--- config.mk ---
export PLATFORM = sky130hd
export DESIGN_NAME = sscpk_div
export DESIGN_NICKNAME = d
export VERILOG_FILES = /design/src/sv/sscpk_div.sv
export SDC_FILE = /design/constraint.sdc
export NUM_CORES = 1
export LEC_CHECK = 0
export BUFFER_PORTS_ARGS = -buffer_cell sky130_fd_sc_hd__buf_2
export CAP_MARGIN = 20
export CORE_UTILIZATION = 42
export CTS_CLUSTER_DIAMETER = 40
export CTS_CLUSTER_SIZE = 12
export DETAILED_ROUTE_END_ITERATION = 10
export PLACE_DENSITY = 0.64
export RECOVER_POWER = 100
export SLEW_MARGIN = 10
export SYNTH_ARGS = -nofsm -noshare
export SYNTH_HDL_FRONTEND = slang
export SYNTH_SLANG_ARGS = --single-unit
export TNS_END_PERCENT = 20
--- constraint.sdc ---
create_clock -name clock -period 6.6 [get_ports clock]
set_clock_uncertainty 0.2 [all_clocks]
set_input_delay 0.99 -clock clock [delete_from_list [all_inputs] [get_ports clock]]
set_output_delay 0.99 -clock clock [all_outputs]
set_load 0.02 [all_outputs]
--- src/sv/sscpk_div.sv ---
// Restoring divider, one quotient bit per cycle.
module sscpk_div #(
   parameter int DW = 73,
   parameter int VW = 33
) (
   input  logic          clock,
   input  logic          reset,
   input  logic          start,
   input  logic [DW-1:0] dividend,
   input  logic [VW-1:0] divisor,
   output logic [DW-1:0] quotient,
   output logic          done
);

   localparam int CW = $clog2(DW + 1);

   logic [DW-1:0] quo_ff;
   logic [VW-1:0] rem_ff;
   logic [VW-1:0] dvs_ff;
   logic [CW-1:0] cnt_ff;
   logic          busy_ff;
   logic          done_ff;
   logic [VW:0]   trial;
   logic [VW:0]   diff;
   logic          take;

   // shift in the next dividend bit and try the subtraction
   assign trial = {rem_ff, quo_ff[DW-1]};
   assign diff  = trial - {1'b0, dvs_ff};
   assign take  = trial >= {1'b0, dvs_ff};

   always_ff @(posedge clock) begin
      if (reset) begin
         busy_ff <= 1'b0;
         done_ff <= 1'b0;
         cnt_ff  <= '0;
      end else begin
         done_ff <= 1'b0;
         if (start) begin
            busy_ff <= 1'b1;
            cnt_ff  <= '0;
         end else if (busy_ff) begin
            cnt_ff <= cnt_ff + CW'(1);
            if (cnt_ff == CW'(DW - 1)) begin
               busy_ff <= 1'b0;
               done_ff <= 1'b1;
            end
         end
      end
   end

   // datapath
   always_ff @(posedge clock) begin
      if (start) begin
         quo_ff <= dividend;
         rem_ff <= '0;
         dvs_ff <= divisor;
      end else if (busy_ff) begin
         quo_ff <= {quo_ff[DW-2:0], take};
         rem_ff <= take ? diff[VW-1:0] : trial[VW-1:0];
      end
   end

   assign quotient = quo_ff;
   assign done     = done_ff;

endmodule

==> out/metrics.yaml <==
status: "finished, violations left"
failed_checks: "max-capacitance violations, max-slew violations"
cts_setup_buffers: 0
max_freq_mhz: 215
setup_violations: 0
avgSynthCellArea_um2: 11.1
area_growth_pct: 18.7
drcViolationCount: 0
ys_seq_area_frac: 0.505
combPwrFrac: 0.219
grtUsageTotal: 0.195
first_pass_iters: 5
route.vias.total: 6015
ios: 183
period_share: 0.705
clk_pin_slew_ns: 0.07
io_buffers: 182
worstRegToRegCells: 13
h-tree-depth: 4
initial_core_util: 0.427
worstPathRequired_ns: 6.56
multi_input_area_um2: 3560
finalNetCount: 1030
grt_pass1_vias: 5929
fp-row-count: 50
drtAntennaViolNets: 0
grt_overflow_total: 0
sequential_cell_area_um2: 4020
cts_root_buf: "clkbuf_16"
clock_power_share: 0.352
ys_seq_elements: 148
drv_cap: 3
grt_pass1_wl_um: 30000
powerDensity_nw_per_um2: 283
post-route-util: 0.508
insertion_delay_ns: 0.43
grt_max_degree: 77
dieArea_um2: 19500
die_x_um: 140
synth_edf_count: 106
hold_class: "flop to flop"
p_sw_uw: 847
die_h_um: 140
cp_max_fo: 76
cts.sinks: 148
cts_tree: "built"
hold_depth: 2
finalMaxSlewViolations: 210
hold_buffers: 0
p_sw_frac: 0.316
coreArea_um2: 18600
end_kind: "flop"
syn-num-nets: 861
finalWirelength_um: 18300
numCtsBuffers: 17
start_kind: "input port"
clk_path_buf_depth: 2
arrival_ns: 4.62
drt_iter0_drc: 341
yosys_warnings: 0
gp_congestion: 0.828
seqPwrFrac: 0.429
synth_ff_type: "edfxtp_1"
maxSlewHeadroom: -1.41
vias_per_cell: 5.31
rsz0062_at_grt: "no"
p_leak_uw: 0.00373
final.fill_count: 1774
wire_per_inst_um: 16.2
hold_ws_ns: 0.297
drive_gt1_frac: 0.255
diodes: 0
finalHoldViolCount: 0
tightest_slew_ns: 3.61
async_reset_ff_frac: 0
tns_ns: 0
synth.distinct_cells: 72
path_class: "input port to flop"
min_period_ns: 4.65
p_int_uw: 1830
ir_worst_vdd_mv: 0.159
antenna_found_initial: 0
netlist_instances: 716
post_cts_resized: 0
synth_area_um2: 7970
dp_hpwl_um: 12900
## cells in the final DEF (no fill, tap or decap), types with 3 or more instances in the layout
| cell type | count |
|---|---|
| buf_2 | 107 |
| edfxtp_1 | 106 |
| clkbuf_1 | 78 |
| mux2_2 | 77 |
| nor2_1 | 70 |
| a21oi_1 | 51 |
| nand2_1 | 49 |
| inv_1 | 45 |
| dfxtp_1 | 42 |
| ha_1 | 35 |
| o21ai_0 | 23 |
| a211oi_1 | 19 |
| xnor2_1 | 17 |
| mux2i_1 | 17 |
| clkbuf_16 | 17 |
| nor3_1 | 11 |
| nand4_1 | 10 |
| xor2_1 | 9 |
| nand3_1 | 9 |
| a21o_1 | 7 |
| a311oi_1 | 6 |
| nand2b_1 | 6 |
| or3_1 | 4 |
| o211ai_1 | 4 |
| o21bai_1 | 4 |
| nor2b_1 | 4 |
| a31oi_1 | 4 |
| and3_1 | 4 |
| clkinvlp_4 | 4 |
| o21a_1 | 3 |
| inv_8 | 3 |
| inv_6 | 3 |
## layout make-up
| type | instances | area share |
|---|---|---|
| clock buffers | 17 | 0.0450 |
| clock inverters | 15 | 0.0152 |
| inverters | 46 | 0.0182 |
| multi-input cells | 486 | 0.377 |
| flip-flops and latches | 148 | 0.425 |
| well taps | 234 | 0.0309 |
| repair buffers | 186 | 0.0887 |
## routing by layer
layer | share of wire | wire length [um] | track usage
met3 | 0.064 | 1180 | 0.0630
met4 | 0.0085 | 156 | 0.0515
met1 | 0.46 | 8340 | 0.254
met5 | 0 | 0 | 0
met2 | 0.47 | 8650 | 0.310
## critical path, cell delays in order
cell and delay [ns]:
buf_6 0.47, clkbuf_1 2.61, mux2_2 0.51
## Yosys cell counts (4+ instances only)
library cell  number  area share
o211ai_1           4      0.0038
clkbuf_1          21      0.0099
nand2b_1           6      0.0047
mux2_2            77        0.11
mux2i_1           17       0.021
nor2_1            69       0.033
nor2b_1            4      0.0031
and3_1             4      0.0031
ha_1              35       0.055
inv_1             45       0.021
buf_2             10      0.0063
o21ai_0           23       0.014
a21oi_1           51       0.032
edfxtp_1         106        0.40
xor2_1             9      0.0099
nand3_1            9      0.0057
dfxtp_1           42        0.11
or3_1              4      0.0031
a311oi_1           5      0.0055
a211oi_1          19       0.018
nand4_1           10      0.0079
nor3_1            11      0.0069
a21o_1             7      0.0066
xnor2_1           17       0.019
nand2_1           49       0.023
o21bai_1           4      0.0038
## flip-flops by register name, indices dropped and copies added, names as in the netlist
signal,flops
busy_ff,1
quotient,73
done,1
cnt_ff,7
rem_ff,33
dvs_ff,33
## final timing paths
kind,start,endpoint,slack [ns]
max reg2reg,quotient[72]$_DFFE_PP_,rem_ff[27]$_SDFFE_PP0P_,2.09
min reg2reg,rem_ff[9]$_SDFFE_PP0P_,rem_ff[10]$_SDFFE_PP0P_,0.30
max,start,quotient[29]$_DFFE_PP_,1.95
min,rem_ff[9]$_SDFFE_PP0P_,rem_ff[10]$_SDFFE_PP0P_,0.30
## power by group through the flow
| stage | combinational [uW] | sequential (uW) | clock [uW] |
|---|---|---|---|
| floorplan | 385 | 1210 | 0 |
| CTS | 604 | 1150 | 962 |
| global route | 649 | 1160 | 993 |
| detailed placement | 601 | 1160 | 0 |
| finish | 585 | 1150 | 942 |
| global placement | 597 | 1160 | 0 |
## logic make-up after synthesis
kind of cell | after synthesis | share of synthesized area
adders and majority gates | 36 | 0.0575
DFF | 148 | 0.505
muxes | 94 | 0.130
AOI/OAI and AO/OA | 148 | 0.129
and+or+nand+nor | 182 | 0.106
buffers and inverters | 82 | 0.0438
xor gates and xnor gates | 26 | 0.0286
## through the flow
stage | power (uW) | instance area, um^2 | cells | setup WS [ns]
after floorplan | 1600 | 7970 | 716 | 3.43
after global placement | 1760 | 9040 | 1100 | 3.10
after detailed placement | 1760 | 9040 | 1100 | 2.94
after CTS | 2710 | 9610 | 1132 | 2.93
after global routing | 2800 | 9460 | 1132 | 1.53
final | 2680 | 9460 | 1132 | 1.95
(Power assumes the default switching activity.)
