## src/sv/sscpk_pkg.sv

```systemverilog
// Shared types and constants for the sample statistics / Cpk engine.
package sscpk_pkg;

   localparam int DATA_W     = 32;
   localparam int CSR_ADDR_W = 4;
   localparam int ROOT_IN_W  = 64;
   localparam int ROOT_W     = 32;

   localparam logic [30:0] SAT31 = '1;

   // result status codes
   localparam logic [1:0] STATUS_OK   = 2'd0;
   localparam logic [1:0] STATUS_FEW  = 2'd1;
   localparam logic [1:0] STATUS_ZERO = 2'd2;
   localparam logic [1:0] STATUS_DROP = 2'd3;

   // register indexes (byte address = 4 * index)
   localparam logic [1:0] REG_UPPER_LIMIT  = 2'd0;
   localparam logic [1:0] REG_UPPER_ENABLE = 2'd1;
   localparam logic [1:0] REG_LOWER_LIMIT  = 2'd2;
   localparam logic [1:0] REG_LOWER_ENABLE = 2'd3;

   typedef struct packed {
      logic signed [31:0] sample;
      logic               last;
   } req_type;

   typedef struct packed {
      logic [8:0]         count;
      logic signed [31:0] mean;
      logic signed [31:0] median;
      logic [30:0]        sigma;
      logic signed [31:0] cpk;
      logic [1:0]         status;
   } rsp_type;

   typedef struct packed {
      logic insert;
      logic shift;
   } cell_ctrl_type;

   typedef enum logic [3:0] {
      S_LOAD,
      S_MEAN_GO,
      S_MEAN_WAIT,
      S_SCAN,
      S_MED_MUL,
      S_MED_SEL,
      S_VAR_GO,
      S_VAR_WAIT,
      S_ROOT_GO,
      S_ROOT_WAIT,
      S_STAT,
      S_UP_GO,
      S_UP_WAIT,
      S_LO_GO,
      S_LO_WAIT,
      S_FINISH
   } state_type;

endpackage

```

## src/sv/sscpk_cell.sv

```systemverilog
// One cell of the sorting chain: holds one sample, inserts or shifts toward the head.
module sscpk_cell import sscpk_pkg::*; #(
   parameter int INDEX = 0,
   parameter int CNT_W = 9
) (
   input  logic               clock,
   input  cell_ctrl_type      ctrl,
   input  logic [CNT_W-1:0]   count,
   input  logic signed [31:0] sample,
   input  logic signed [31:0] left_val,
   input  logic               left_gt,
   input  logic signed [31:0] right_val,
   output logic signed [31:0] val,
   output logic               gt
);

   logic signed [31:0] val_ff;
   logic signed [31:0] val_in;
   logic               occupied;
   logic               at_end;

   assign occupied = count > CNT_W'(INDEX);
   assign at_end   = count == CNT_W'(INDEX);
   // this cell holds a value strictly above the new sample
   assign gt       = occupied && (val_ff > sample);
   assign val      = val_ff;

   // insert: larger values move one cell up; shift: drain toward cell 0
   always_comb begin
      val_in = val_ff;
      if (ctrl.shift) begin
         val_in = right_val;
      end else if (ctrl.insert) begin
         if (left_gt) begin
            val_in = left_val;
         end else if (gt || at_end) begin
            val_in = sample;
         end
      end
   end

   always_ff @(posedge clock) begin
      val_ff <= val_in;
   end

endmodule

```

## config.mk

```make
export PLATFORM = sky130hd
export DESIGN_NAME = sscpk_cell
export DESIGN_NICKNAME = d
export VERILOG_FILES = /design/src/sv/sscpk_pkg.sv /design/src/sv/sscpk_cell.sv
export SDC_FILE = /design/constraint.sdc
export NUM_CORES = 1
export LEC_CHECK = 0
export BUFFER_PORTS_ARGS = -buffer_cell sky130_fd_sc_hd__buf_2
export CAP_MARGIN = 10
export CORE_MARGIN = 1.5
export CORE_UTILIZATION = 40
export DETAILED_ROUTE_END_ITERATION = 6
export PLACE_DENSITY_LB_ADDON = 0.08
export REMOVE_ABC_BUFFERS = 1
export SETUP_SLACK_MARGIN = 0.05
export SLEW_MARGIN = 20
export SYNTH_ARGS = -nofsm -noshare
export SYNTH_HDL_FRONTEND = slang
export SYNTH_SLANG_ARGS = --single-unit
export TNS_END_PERCENT = 1
```

## constraint.sdc

```tcl
create_clock -name clock -period 5.1 [get_ports clock]
set_clock_uncertainty 0.05 [all_clocks]
set_input_delay 0.765 -clock clock [delete_from_list [all_inputs] [get_ports clock]]
set_output_delay 0.765 -clock clock [all_outputs]
set_load 0.02 [all_outputs]
```

==> results.py <==
metrics = {
    "status": {
        "status": "complete, no violations",
    },
    "grt": {
        "wire_length_of_the_first_global_routing_pass_mm": 9.43,
        "antenna_found_initial": 0,
        "grt_use_total_pct": 18.6,
        "grt_max_degree": 34,
        "gr-total-overflow": 0,
        "via_count_of_the_first_global_routing_pass": 2183,
    },
    "clocking": {
        "clock_latency_at_the_later_pin_of_the_worst_skew_pair_ns": 0.28,
        "setup_bufs_post_cts": 0,
        "ctsRootBufferMaster": "clkbuf_8",
        "cts.sinks": 32,
        "path_clk_slew_ns": 0.07,
        "cts_tree": "done",
        "ctsLongestPathBuffers": 2,
        "num_cts_buffers": 5,
        "cts_hold_repair.buffers": 0,
        "htree_num_levels": 2,
        "postCtsResizedCells": 0,
    },
    "worst_hold_path": {
        "hp-class": "input port to register",
        "hold_crit_depth": 3,
    },
    "final_layout": {
        "fill_cells": 589,
        "layout_common_cells": "buf_2 (141), nand2_1 (40), o21ai_0 (34)",
        "final_cell_area_um2": 3350,
        "final_net_count": 547,
        "area.growth.synth_to_final_pct": 35.0,
        "layout_commonest_cell": "buf_2",
        "antenna_cells_inserted": 0,
        "largest_register_ffs": 32,
        "post_route_cells_drive_above_1_share_pct": 36.9,
    },
    "yosys": {
        "postSynthRegisterBits": 32,
        "synthesis.instances": 265,
        "syn_avg_cell_area_um2": 9.35,
        "post_synth_num_cell_types": 28,
        "number_of_warnings_reported_in_the_yosys_synthesis_log": 0,
        "cell_area_after_technology_mapping_um2": 2480,
        "ys_seq_area_share_pct": 38.8,
    },
    "sta": {
        "finalHoldViolations": 0,
        "slew_headroom_pct": 62.8,
        "tightestPinTransition_ns": 0.552,
        "finalMaxSlewViolations": 0,
        "finalCritPeriodShare_pct": 72.5,
        "max_freq_mhz": 270,
        "fin_tns_setup_ns": 0,
        "timing.final.setup_violations": 0,
        "rsz_0062_raised_after_global_routing": "false",
        "finalWorstPathRequiredPeriod_ns": 3.70,
    },
    "setup_path": {
        "endpoint_kind": "output port",
        "crit_arrival_ns": 2.88,
        "start_kind": "input port",
        "reg2reg_depth": 8,
        "crit_fanout": 4,
        "critical_path_class": "input port to output port",
        "critPathRequiredTime_ns": 4.28,
    },
    "detailed_routing": {
        "first_iter_violations": 71,
        "antenna_left": 0,
        "routed_via_density": 4.90,
        "first_pass_iters": 4,
        "post_drt_wl_per_cell_um": 12.8,
        "drc_errors": 0,
        "num_vias": 2361,
        "totalWireLength_mm": 6.17,
    },
    "flow_run": {
        "max-cap-violations": 0,
    },
    "die": {
        "fp-row-count": 28,
        "io_pins": 142,
        "design.die.area_um2": 6680,
        "floorplan.initialDensity_pct": 41.6,
        "die_w_um": 81.7,
        "coreArea_um2": 5960,
        "floorplan.die.height_um": 81.7,
    },
    "placed_design": {
        "io_buffers": 141,
        "hpwl_after_detailed_placement_mm": 5.07,
        "routabilityCongestion": 0.799,
        "postPlaceCellArea_um2": 3270,
    },
    "pwr": {
        "vdd_ir_drop_max_uv": 110,
        "pwr_density_cell_nw_per_um2": 246,
        "power_leakage_nw": 1.78,
    },
}
-- synthesized netlist by cell type --
master     instances  share of area, %
a2111oi_0          1              0.35
a211o_1            1              0.35
a211oi_1           1              0.30
a21o_1             2              0.61
a21oi_1           13               2.6
a221o_1            2              0.81
and3_1             1              0.25
buf_1              3              0.45
clkbuf_1           8               1.2
edfxtp_1          32                39
ha_1              32                16
inv_1             32               4.8
mux2i_1           32                13
nand2_1           40               6.1
nand2b_1           1              0.25
nand3_1            4              0.81
nand3b_1           1              0.30
nand4_1            8               2.0
nor2_1             4              0.61
nor2b_1            1              0.25
nor3_1             1              0.20
nor4_1             4               1.0
o211ai_1           2              0.61
o21a_1             1              0.30
o21ai_0           34               6.9
o21ai_1            2              0.40
o31a_1             1              0.35
or4_1              1              0.30
-- metal layers --
metal | wire length (um) | part of all wire (%) | global-route usage [%] | vias up
met5 | 0 | 0 | 0 | -
met4 | 57 | 0.92 | 4.58 | 0
met3 | 486 | 7.9 | 5.44 | 5
met2 | 3000 | 49 | 33.9 | 92
met1 | 2620 | 43 | 21.2 | 1024
li1 | - | - | - | 1240
-- through the flow --
step                      setup slack (ns)  std cells  utilization, %  hold WS (ns)  power [mW]
final                                 1.40        482            56.2         0.710       0.823
after global routing                  1.28        482            56.2         0.713       0.879
after CTS                             1.39        482            56.2         0.700       0.834
after detailed placement              1.41        474            54.9         0.997       0.646
after global placement                1.43        474            54.9         0.992       0.641
after floorplan                       1.09        254               -         0.902       0.520
-- final timing paths --
path,from,to,slack [ns]
min reg2reg,val[31],val[26],1.15
max,sample[21],gt,1.40
max reg2reg,val[31],val[21],2.32
min,right_val[11],val[11],0.71
-- power breakdown --
group	internal (mW)	leakage, nW	switching (mW)
clock network	0.0950	0.0399	0.0914
registers	0.335	0.330	0.0184
logic	0.120	1.41	0.163
-- critical path, cell delays in order --
cell	delay (ns)
buf_2	0.09
inv_1	0.04
ha_1	0.30
a21oi_1	0.15
o21ai_0	0.13
a221o_1	0.34
a211o_1	0.32
or4_1	0.50
o21ai_1	0.08
buf_2	0.18
-- layout make-up --
cell class                 count  area (um^2)  share of cell area [%]
clock buffer                   7         76.3                    2.28
clock inverter                 1         3.75                   0.112
inverter                      32          120                    3.59
multi-input combinational    190         1360                    40.5
sequential                    32          961                    28.7
tap                           75         93.8                    2.80
timing repair buffer         145          736                    22.0
-- kinds of logic after synthesis --
family | Yosys count | share of synthesized area [%]
buffers and inverters | 43 | 6.51
AO/OA/AOI/OAI | 60 | 13.6
multiplexers | 32 | 12.9
flip-flops | 32 | 38.8
AND/OR/NAND/NOR | 66 | 12.1
adder cells (fa/ha/maj) | 32 | 16.2
No activity file was read; power rests on OpenSTA's default activity.
