**src/sv/sscpk_pkg.sv**
```systemverilog
// Shared types and constants for the sample statistics / Cpk engine.
package sscpk_pkg;

   localparam int DATA_W     = 32;
   localparam int CSR_ADDR_W = 4;
   localparam int ROOT_IN_W  = 64;
   localparam int ROOT_W     = 32;

   localparam logic [30:0] SAT31 = '1;

   // result status codes
   localparam logic [1:0] STATUS_OK   = 2'd0;
   localparam logic [1:0] STATUS_FEW  = 2'd1;
   localparam logic [1:0] STATUS_ZERO = 2'd2;
   localparam logic [1:0] STATUS_DROP = 2'd3;

   // register indexes (byte address = 4 * index)
   localparam logic [1:0] REG_UPPER_LIMIT  = 2'd0;
   localparam logic [1:0] REG_UPPER_ENABLE = 2'd1;
   localparam logic [1:0] REG_LOWER_LIMIT  = 2'd2;
   localparam logic [1:0] REG_LOWER_ENABLE = 2'd3;

   typedef struct packed {
      logic signed [31:0] sample;
      logic               last;
   } req_type;

   typedef struct packed {
      logic [8:0]         count;
      logic signed [31:0] mean;
      logic signed [31:0] median;
      logic [30:0]        sigma;
      logic signed [31:0] cpk;
      logic [1:0]         status;
   } rsp_type;

   typedef struct packed {
      logic insert;
      logic shift;
   } cell_ctrl_type;

   typedef enum logic [3:0] {
      S_LOAD,
      S_MEAN_GO,
      S_MEAN_WAIT,
      S_SCAN,
      S_MED_MUL,
      S_MED_SEL,
      S_VAR_GO,
      S_VAR_WAIT,
      S_ROOT_GO,
      S_ROOT_WAIT,
      S_STAT,
      S_UP_GO,
      S_UP_WAIT,
      S_LO_GO,
      S_LO_WAIT,
      S_FINISH
   } state_type;

endpackage

```
**src/sv/sscpk_sqrt.sv**
```systemverilog
// Integer square root of a 64-bit value, one result bit per cycle.
module sscpk_sqrt import sscpk_pkg::*; (
   input  logic                 clock,
   input  logic                 reset,
   input  logic                 start,
   input  logic [ROOT_IN_W-1:0] operand,
   output logic [ROOT_W-1:0]    root,
   output logic                 done
);

   logic [ROOT_IN_W-1:0] v_ff;
   logic [ROOT_IN_W-1:0] res_ff;
   logic [ROOT_IN_W-1:0] bit_ff;
   logic                 busy_ff;
   logic                 done_ff;
   logic [ROOT_IN_W-1:0] trial;
   logic                 take;

   assign trial = res_ff + bit_ff;
   assign take  = v_ff >= trial;

   always_ff @(posedge clock) begin
      if (reset) begin
         busy_ff <= 1'b0;
         done_ff <= 1'b0;
      end else begin
         done_ff <= 1'b0;
         if (start) begin
            busy_ff <= 1'b1;
         end else if (busy_ff && bit_ff[0]) begin
            busy_ff <= 1'b0;
            done_ff <= 1'b1;
         end
      end
   end

   // test bit walks down two places per step
   always_ff @(posedge clock) begin
      if (start) begin
         v_ff   <= operand;
         res_ff <= '0;
         bit_ff <= ROOT_IN_W'(1) << (ROOT_IN_W - 2);
      end else if (busy_ff) begin
         if (take) begin
            v_ff   <= v_ff - trial;
            res_ff <= (res_ff >> 1) + bit_ff;
         end else begin
            res_ff <= res_ff >> 1;
         end
         bit_ff <= bit_ff >> 2;
      end
   end

   assign root = res_ff[ROOT_W-1:0];
   assign done = done_ff;

endmodule

```
**config.mk**
```make
export PLATFORM = sky130hd
export DESIGN_NAME = sscpk_sqrt
export DESIGN_NICKNAME = d
export VERILOG_FILES = /design/src/sv/sscpk_pkg.sv /design/src/sv/sscpk_sqrt.sv
export SDC_FILE = /design/constraint.sdc
export NUM_CORES = 1
export LEC_CHECK = 0
export BUFFER_PORTS_ARGS = -buffer_cell sky130_fd_sc_hd__buf_2
export CAP_MARGIN = 20
export CORE_ASPECT_RATIO = 1.2
export CORE_MARGIN = 2
export CORE_UTILIZATION = 39
export DETAILED_ROUTE_END_ITERATION = 8
export GPL_TIMING_DRIVEN = 1
export PLACE_DENSITY = 0.58
export SLEW_MARGIN = 0
export SYNTH_ARGS = -nofsm -noshare
export SYNTH_HDL_FRONTEND = slang
export SYNTH_SLANG_ARGS = --single-unit
```
**constraint.sdc**
```tcl
create_clock -name clock -period 12.5 [get_ports clock]
set_input_delay 0 -clock clock [delete_from_list [all_inputs] [get_ports clock]]
set_output_delay 0 -clock clock [all_outputs]
set_load 0.01 [all_outputs]
```
==> impl_metrics.yaml, run 1 <==
worst_hold_path:
  hold_path.class: "in2reg"
  min_path_cells: 3
route:
  drtIter0Drc: 822
  drtAntennaViolNets: 0
  vias: 14500
  drt_wl_total_um: 46700
  viasPerCell: 5.84
  drc_errors: 0
  first_pass_iters: 5
  wl_per_cell_um: 18.8
critical_path:
  cp.arrival_ns: 7.48
  cp_cell_sequence: "ha_1, and4_1, nor3b_1, o21ai_0, a21oi_1, o311ai_1, a2111o_1, a21oi_1, a31o_2, nor3_1, a311oi_1, ha_1, a21oi_1, o21bai_1, a21oi_1, o21ai_0, a211oi_1, nor3b_1, or2_2, buf_4, a2111oi_0, xnor2_1, a211oi_1"
  worstSetupStartpoint: "res_ff[10]"
  worstPathMaxFanout: 81
  cp-start-kind: "flip-flop"
  r2r_end: "res_ff[55]"
  worstSetupEndpoint: "res_ff[55]"
  crit_family: "compound AO/OA/AOI/OAI gates"
  crit_buf_inv: 1
  cp.required_ns: 12.86
  slowest_delay_ns: 0.62
  path_common_cell: "a21oi_1"
  ff2ff_setup_slack_ns: 5.38
  reg2reg_depth: 23
  path_class: "reg2reg"
  endpoint_kind: "flip-flop"
  cp.depth: 23
  rr_startpoint: "res_ff[10]"
  crit_slowest_cell: "buf_4"
cts:
  cts_tree: "done"
  insertion_delay_ns: 0.45
  path_clk_slew_ns: 0.07
  clockBufferDepth: 2
  cts_root_buf: "clkbuf_16"
  cts_buffers: 17
  cts_resized: 0
  numClockSinks: 162
  htree_levels: 4
floorplanning:
  die_width_um: 184
  row_count: 79
  core_mm2: 0.0385
  fp.dieArea_mm2: 0.0405
  fp.dieH_um: 220
  io_pins: 100
  start_util: 0.394
final_layout:
  fillCellCount: 3938
  drive_gt1_frac: 0.0884
  finalInstanceArea_mm2: 0.0169
  layout.cells.non_filler: 2478
  regArea_mm2: 0.00389
  final_nets: 2177
  area_growth_pct: 11.3
  multi_input_area_mm2: 0.0105
  antennaDiodeCount: 0
logic_synthesis:
  synth-async-reset-ratio: 0
  synth_flop_cell: "dfxtp_1"
  synthDistinctLibCells: 79
  synth_cells: 1932
  ys_warn_count: 0
  synth_nets: 2130
  synth.yosys.seq_area_share: 0.256
  post_synth.cell_area_avg_um2: 7.86
  netlist_area_mm2: 0.0152
  synth-edff-count: 64
  ys_ff_latch: 162
place:
  portBuffers: 99
  hpwl_um: 35200
  place_congestion: 0.956
  place_area_mm2: 0.0157
  dp_cells: 2380
sta:
  finalHoldViolations: 0
  max_freq_mhz: 140
  fin_setup_tns_ns: 0
  fin_crit_ns: 7.12
  fin_crit_sh: 0.570
  holdWs_ns: 0.0658
  tightest_slew_ns: 1.03
  rsz0062_at_grt: "no"
  slew_headroom: 0.314
  setup_viol_count_final: 0
  finClkSkew_ns: 0.0103
  slew_viol_final: 0
grt:
  grt_max_degree: 100
  grt_overflow_total: 0
  antenna_found_initial: 0
  grt_pass1_wl_um: 74400
  grt_pass1_vias: 14100
  grt_usage: 0.231
power_and_ir_drop:
  power.density_mw_per_mm2: 206
  p_leak_nw: 6.47
  clockPowerShare: 0.151
  seqPwrFrac: 0.249
  p_sw_frac: 0.477
  p_switching_mw: 1.66
  p_int_mw: 1.82
  combPwrFrac: 0.599
  vdd.ir_drop.worst_mv: 0.124
outcome:
  status: "complete, no violations"
flow_run:
  drv_cap: 0
==> metal layers <==
metal	vias up	GRT usage	wire length, µm
met4	0	0.0928	1470
met3	81	0.0347	1830
met1	6831	0.268	19800
met5	-	0	0
met2	331	0.423	23500
li1	7240	-	-
==> timing repair <==
item	4_1_cts	5_1_grt
endpoints found under the hold margin	97	0
setup buffers	0	0
hold buffers	66	0
==> flip-flops by register name, summed over array words and instances (netlist names) <==
register	count
res_ff	64
bit_ff	32
v_ff	64
done	1
busy_ff	1
==> power groups by stage <==
| stage | sequential, mW | clock, mW | combinational (mW) |
|---|---|---|---|
| after CTS | 0.869 | 0.541 | 2.08 |
| after detailed placement | 0.878 | 0 | 2.05 |
| final | 0.869 | 0.527 | 2.09 |
| after global routing | 0.886 | 0.557 | 2.32 |
| after floorplan | 0.810 | 0 | 1.63 |
| after global placement | 0.878 | 0 | 2.03 |
==> Yosys cell counts (33+ instances only) <==
cell      number  area, µm²
nand3_1       33        165
edfxtp_1      64       1920
dfxtp_1       98       1960
a21oi_1      127        636
inv_1         45        169
nand2_1      195        732
ha_1         130       1630
xor2_1        66        578
mux2i_1       45        450
a21o_1        47        353
a31oi_1       60        375
o21ai_0      119        596
o21ai_1       62        310
nor2_1       178        668
xnor2_1       81        709
buf_4         33        248
nor3_1        36        180
a211oi_1      43        323
clkbuf_1      91        342
nand4_1       42        263
==> cell type report <==
type,instances,area share
Clock inverter,15,0.00881
Clock buffer,17,0.0252
Inverter,46,0.0102
Multi-Input combinational cell,1580,0.618
Sequential cell,162,0.230
Tap cell,486,0.0360
Timing Repair Buffer,172,0.0718
==> stage by stage <==
step	setup slack, ns	util	power [mW]
floorplan	6.03	-	2.44
finish	5.38	0.439	3.48
global route	4.89	0.439	3.76
detailed placement	5.56	0.407	2.93
CTS	5.49	0.439	3.49
global placement	5.70	0.407	2.91
==> worst reg2reg max path, stage by stage (launching register included) <==
cell	delay (ns)
dfxtp_1	0.41
ha_1	0.40
and4_1	0.25
nor3b_1	0.27
o21ai_0	0.24
a21oi_1	0.31
o311ai_1	0.15
a2111o_1	0.52
a21oi_1	0.45
a31o_2	0.31
nor3_1	0.07
a311oi_1	0.28
ha_1	0.34
a21oi_1	0.22
o21bai_1	0.10
a21oi_1	0.27
o21ai_0	0.17
a211oi_1	0.30
nor3b_1	0.51
or2_2	0.20
buf_4	0.62
a2111oi_0	0.24
xnor2_1	0.17
a211oi_1	0.23
==> worst min path at each step <==
stage	from	end	slack (ns)
floorplan	reset	busy_ff	0.07
global placement	reset	busy_ff	0.18
detailed placement	reset	busy_ff	0.18
CTS	operand[60]	v_ff[60]	0.05
global route	operand[60]	v_ff[60]	0.06
finish	operand[60]	v_ff[60]	0.07
==> layout by cell type (no fill, tap or decap), types with 6 or more instances in the layout <==
cell type        n
a2111oi_0        7
a211oi_1        43
a21o_1          47
a21oi_1        127
a221oi_1         9
a311oi_1        19
a31o_2          16
a31oi_1         60
a41oi_1          6
and2_1          21
and3_1          19
buf_2           98
buf_4            7
clkbuf_16       17
clkinv_4         6
dfxtp_1         97
dlygate4sd3_1   66
edfxtp_1        64
ha_1           130
inv_1           45
mux2i_1         45
nand2_1        194
nand2b_1        14
nand3_1         33
nand4_1         42
nor2_1         177
nor2b_1         19
nor3_1          36
nor4_1          10
o211ai_1         7
o21a_1          18
o21ai_0        119
o21ai_1         62
o21bai_1        26
o31ai_1          9
or2_2            6
or3_1           20
or4_1            7
xnor2_1         81
xor2_1          66
==> cell families (layout without fill, tap and decap cells) <==
group	Yosys count	in the layout	share of synthesized area
flops	162	162	0.256
simple gates	614	614	0.188
xor+xnor	147	147	0.0848
compound gates	637	637	0.272
fa+ha+maj	131	131	0.108
mux	51	51	0.0341
buf+inv	190	250	0.0564
Power figures use the tool's default switching activity.
==> inputs of run 2 (changes only) <==
--- a/config.mk
+++ b/config.mk
@@ -12,7 +12,7 @@
 export CORE_UTILIZATION = 39
 export DETAILED_ROUTE_END_ITERATION = 8
 export GPL_TIMING_DRIVEN = 1
-export PLACE_DENSITY = 0.58
+export PLACE_DENSITY = 0.6
 export SLEW_MARGIN = 0
 export SYNTH_ARGS = -nofsm -noshare
 export SYNTH_HDL_FRONTEND = slang
==> constraint.sdc (replaced) <==
create_clock -name clock -period 6 [get_ports clock]
set_input_delay 0 -clock clock [delete_from_list [all_inputs] [get_ports clock]]
set_output_delay 0 -clock clock [all_outputs]
set_load 0.01 [all_outputs]
==> run 2 against run 1 <==
  * Total power is 120% higher
  * Design area is 4.0% higher
  * Routed wire length is 2.1% higher
  * Critical endpoint is now res_ff[58]
  * Highest routed layer unchanged
  * Worst setup slack worse by 5.1 ns
  * Critical path type unchanged
  * Critical path depth stayed put
  * Largest cell class unchanged
  * Largest power group unchanged
==> impl_metrics.yaml, run 2 (synthesis results as in run 1) <==
power_and_ir_drop:
  power.density_mw_per_mm2: 435
  p_leak_nw: 6.85
  vdd.ir_drop.worst_mv: 0.255
final_layout:
  drive_gt1_frac: 0.131
  area_growth_pct: 15.8
  finalInstanceArea_mm2: 0.0176
  final_nets: 2244
  top_regs: "res_ff: 64 flops, v_ff: 64 flops, bit_ff: 32 flops"
  antennaDiodeCount: 0
  final_common_cell: "nand2_1"
  layout.cells.non_filler: 2545
  final_cell_mix: "194 x nand2_1, 173 x nor2_1, 127 x ha_1"
critical_path:
  worstPathMaxFanout: 13
  worstSetupStartpoint: "bit_ff[20]"
  cp.arrival_ns: 6.06
  crit_family: "compound AO/OA/AOI/OAI gates"
  cp-start-kind: "flip-flop"
  crit_buf_inv: 4
  crit_slowest_cell: "or4_1"
  cp_cell_sequence: "ha_2, nand2_1, or4_1, a21oi_2, o311ai_2, a2111o_1, a21oi_1, buf_4, xnor2_1, ha_1, buf_4, a21oi_1, o21a_1, nor2_1, a311o_1, a221o_1, nor3b_1, buf_4, or2_4, buf_6, nand2_1, o221ai_1, a21oi_1"
  slowest_delay_ns: 0.57
  path_class: "reg2reg"
  rr_startpoint: "bit_ff[20]"
  endpoint_kind: "flip-flop"
  cp.required_ns: 6.35
sta:
  finalHoldViolations: 0
  fin_crit_ns: 5.71
  tightest_slew_ns: 0.866
  max_freq_mhz: 175
  slew_viol_final: 0
  fin_crit_sh: 0.952
  fin_setup_tns_ns: 0
  slew_headroom: 0.421
  finClkSkew_ns: 0.0158
  setup_viol_count_final: 0
place:
  portBuffers: 99
  place_area_mm2: 0.0162
  hpwl_um: 36300
  dp_cells: 2446
  place_congestion: 0.923
floorplanning:
  core_mm2: 0.0385
  fp.dieH_um: 220
  start_util: 0.394
  die_width_um: 184
  fp.dieArea_mm2: 0.0405
  io_pins: 100
  row_count: 79
grt:
  antenna_found_initial: 0
  grt_usage: 0.236
  grt_overflow_total: 0
  grt_pass1_wl_um: 75900
  grt_max_degree: 111
  grt_pass1_vias: 14600
worst_hold_path:
  hold_start: "operand[60]"
  hold_path.class: "in2reg"
route:
  vias: 14900
  first_pass_iters: 5
  drc_errors: 0
  drtIter0Drc: 941
  drt_wl_total_um: 47600
  viasPerCell: 5.84
  drtAntennaViolNets: 0
  wl_per_cell_um: 18.7
cts:
  path_clk_slew_ns: 0.07
  clockBufferDepth: 2
  numClockSinks: 162
  htree_levels: 4
  cts_root_buf: "clkbuf_16"
  insertion_delay_ns: 0.47
  cts_buffers: 17
  cts_tree: "done"
flow_run:
  drv_cap: 0
outcome:
  status: "complete, no violations"
-- run 2: cell type report --
cell class / instances / area (µm²)
Timing Repair Buffer: 239 / 1770
Tap cell: 486 / 608
Sequential cell: 162 / 3890
Inverter: 46 / 173
Clock inverter: 15 / 125
Fill cell: 3851 / 21000
Multi-Input combinational cell: 1580 / 10600
Clock buffer: 17 / 425
-- run 2: what timing repair did --
item	4_1_cts	5_1_grt
endpoints found under the setup margin	22	129
setup buffers	0	2
gates cloned	0	1
hold buffers	64	0
resized for setup	5	29
pin swaps	0	4
hold endpoints to repair	65	0
-- run 2: worst paths after layout --
check / cells after the start / end / slack [ns]
worst min register to register: 2 / res_ff[58] / 0.51
worst max register to register: 23 / res_ff[58] / 0.29
worst max-delay path: 23 / res_ff[58] / 0.29
worst min-delay path: 3 / v_ff[60] / 0.05
-- run 2: metal layers --
metal | wire (µm) | up-vias | global-route usage
met5 | 0 | - | 0
li1 | - | 7367 | -
met1 | 20000 | 7019 | 0.270
met3 | 2060 | 108 | 0.0403
met4 | 1840 | 0 | 0.110
met2 | 23700 | 375 | 0.428
-- run 2: power breakdown --
| part | switching, mW | total, mW | internal (mW) |
|---|---|---|---|
| Combinational | 2.84 | 4.81 | 1.97 |
| Sequential | 0.224 | 1.76 | 1.54 |
| Clock | 0.540 | 1.08 | 0.540 |
-- run 2: worst reg2reg max path, delay by kind of cell (launching register included) --
family,cells,cell delay (ns)
buffers and inverters,4,0.67
AO/OA/AOI/OAI,10,2.38
AND/OR/NAND/NOR,6,1.34
flip-flops,1,0.35
XOR/XNOR,1,0.16
adder cells (fa/ha/maj),2,0.71
-- run 2: metrics by stage --
stage / util / hold WS [ns] / worst slack [ns] / total power, mW
2_1_floorplan: - / 0.0724 / 0.164 / 5.07
3_3_place_gp: 0.420 / 0.168 / -0.102 / 6.36
3_5_place_dp: 0.420 / 0.167 / -0.137 / 6.39
4_1_cts: 0.452 / 0.0109 / 0.0176 / 7.54
5_1_grt: 0.456 / 0.0570 / -0.00593 / 8.24
6_report: 0.456 / 0.0483 / 0.289 / 7.65
==> inputs of run 3 (changes only) <==
--- a/config.mk
+++ b/config.mk
@@ -10,6 +10,7 @@
 export CORE_ASPECT_RATIO = 1.2
 export CORE_MARGIN = 2
 export CORE_UTILIZATION = 39
+export CTS_BUF_LIST = sky130_fd_sc_hd__clkbuf_8
 export DETAILED_ROUTE_END_ITERATION = 8
 export GPL_TIMING_DRIVEN = 1
 export PLACE_DENSITY = 0.6
==> run 3 against run 2 <==
  * Non-clock buffer count rose by 1
  * Cell count barely moved
  * Via count rose by 0.47%
  * Fmax barely moved
  * Design area fell by 0.94%
  * Largest power group unchanged
  * Highest routed layer unchanged
==> impl_metrics.yaml, run 3 (synthesis results as in run 1) <==
outcome:
  status: "complete, no violations"
place:
  hpwl_um: 36300
  portBuffers: 99
  dp_cells: 2446
  dpl_worst_slack_ns: -0.137
  place_area_mm2: 0.0162
  place_congestion: 0.923
cts:
  insertion_delay_ns: 0.54
  cts_tree: "done"
  numClockSinks: 162
  cts_buffers: 17
  clockBufferDepth: 2
  path_clk_slew_ns: 0.10
  cts_root_buf: "clkbuf_8"
  htree_levels: 4
route:
  viasPerCell: 5.87
  drtAntennaViolNets: 0
  drt_wl_total_um: 47800
  route.met3.wl_um: 2120
  highest_layer: "met4"
  wl_per_cell_um: 18.8
  wl_met2_um: 23800
  vias: 14900
  first_pass_iters: 6
  drc_errors: 0
  wl_met1_um: 20000
  drtIter0Drc: 1015
critical_path:
  endpoint_kind: "flip-flop"
  cp_cell_sequence: "ha_2, nand2_1, or4_1, a21oi_2, o311ai_2, a2111o_1, a21oi_1, buf_4, xnor2_1, ha_1, buf_4, a21oi_1, o21a_1, nor2_1, a311o_1, a221o_1, nor3b_1, buf_4, or2_4, buf_6, nand2_1, o221ai_1, nor2_1"
  slowest_delay_ns: 0.57
  cp.required_ns: 6.43
  path_class: "reg2reg"
  ff2ff_setup_slack_ns: 0.28
  path_common_cell: "buf_4"
  cp.arrival_ns: 6.14
  rr_startpoint: "bit_ff[20]"
  cp-start-kind: "flip-flop"
  worstPathMaxFanout: 13
  crit_slowest_cell: "or4_1"
  crit_family: "compound AO/OA/AOI/OAI gates"
  reg2reg_depth: 23
  crit_buf_inv: 4
  r2r_end: "res_ff[56]"
floorplanning:
  fp.dieH_um: 220
  row_count: 79
  start_util: 0.394
  core_mm2: 0.0385
  fp.dieArea_mm2: 0.0405
  die_width_um: 184
  io_pins: 100
power_and_ir_drop:
  combPwrFrac: 0.653
  clockPowerShare: 0.109
  power.total_mw: 7.39
  p_sw_frac: 0.485
  p_leak_nw: 6.77
  p_switching_mw: 3.58
  seqPwrFrac: 0.239
  power.density_mw_per_mm2: 424
  vdd.ir_drop.worst_mv: 0.217
  p_int_mw: 3.81
sta:
  setup_viol_count_final: 0
  finClkSkew_ns: 0.0259
  tightest_slew_ns: 0.846
  max_freq_mhz: 175
  fin_setup_tns_ns: 0
  finalHoldViolations: 0
  slew_headroom: 0.434
  fin_crit_sh: 0.953
  fin_crit_ns: 5.72
  slew_viol_final: 0
  fin_ws_ns: 0.284
final_layout:
  finalInstanceArea_mm2: 0.0174
  antennaDiodeCount: 0
  multi_input_area_mm2: 0.0106
  layout.cells.non_filler: 2546
  top_regs: "res_ff: 64 flops, v_ff: 64 flops, bit_ff: 32 flops"
  final_cell_mix: "194 x nand2_1, 173 x nor2_1, 127 x ha_1"
  drive_gt1_frac: 0.132
  fillCellCount: 3872
  regArea_mm2: 0.00389
  area_growth_pct: 14.7
  final_common_cell: "nand2_1"
  final_nets: 2245
grt:
  antenna_found_initial: 0
  grt_overflow_total: 0
  grt_max_degree: 111
  grt_pass1_wl_um: 76000
  grt_usage: 0.236
  grt_pass1_vias: 14700
worst_hold_path:
  holdPathEnd: "v_ff[11]"
  min_path_cells: 2
  hold_start: "start"
  hold_path.class: "in2reg"
flow_run:
  drv_cap: 0
## run 3: final cells by class
type / count / share of cell area
Timing Repair Buffer: 240 / 0.102
Clock buffer: 17 / 0.0134
Tap cell: 486 / 0.0349
Clock inverter: 15 / 0.00718
Multi-Input combinational cell: 1580 / 0.609
Inverter: 46 / 0.00991
Sequential cell: 162 / 0.223
## run 3: worst max-delay path by stage
stage,from,end,slack (ns),depth (start not counted)
final,bit_ff[20],res_ff[56],0.28,23
after floorplan,res_ff[12],v_ff[0],0.16,23
after global routing,bit_ff[20],res_ff[58],-0.02,23
after CTS,bit_ff[12],res_ff[42],0.02,23
after detailed placement,bit_ff[0],res_ff[34],-0.14,23
after global placement,bit_ff[6],res_ff[42],-0.10,22
## run 3: per-stage QoR
| stage | utilization | hold WS, ns |
|---|---|---|
| 3_3_place_gp | 0.420 | 0.168 |
| 4_1_cts | 0.447 | 0.0847 |
| 6_report | 0.452 | 0.0921 |
| 3_5_place_dp | 0.420 | 0.167 |
| 5_1_grt | 0.452 | 0.137 |
| 2_1_floorplan | - | 0.0724 |
## run 3: worst reg2reg max path: stages (launching register included)
cell and delay, ns:
dfxtp_1 0.37, ha_2 0.41, nand2_1 0.12, or4_1 0.57, a21oi_2 0.20, o311ai_2 0.12, a2111o_1 0.48, a21oi_1 0.17
buf_4 0.16, xnor2_1 0.16, ha_1 0.30, buf_4 0.17, a21oi_1 0.19, o21a_1 0.17, nor2_1 0.05, a311o_1 0.35
a221o_1 0.37, nor3b_1 0.24, buf_4 0.16, or2_4 0.20, buf_6 0.18, nand2_1 0.16, o221ai_1 0.28, nor2_1 0.05
## run 3: per-layer routing
layer / vias up / GRT usage
li1: 7355 / -
met2: 406 / 0.427
met4: 0 / 0.110
met3: 115 / 0.0398
met1: 7063 / 0.270
met5: - / 0
## run 3: power groups by stage
stage	clock network (mW)	logic (mW)	registers [mW]
global placement	0	4.57	1.78
global route	0.857	5.33	1.79
floorplan	0	3.39	1.68
finish	0.803	4.82	1.76
CTS	0.825	4.67	1.76
detailed placement	0	4.61	1.78
## run 3: what timing repair did
item | CTS | global route
endpoints found under the hold margin | 66 | 0
resized for setup | 5 | 32
pin swaps | 0 | 4
gates cloned | 0 | 1
hold buffers | 65 | 0
setup buffers | 0 | 2
setup endpoints to repair | 22 | 129
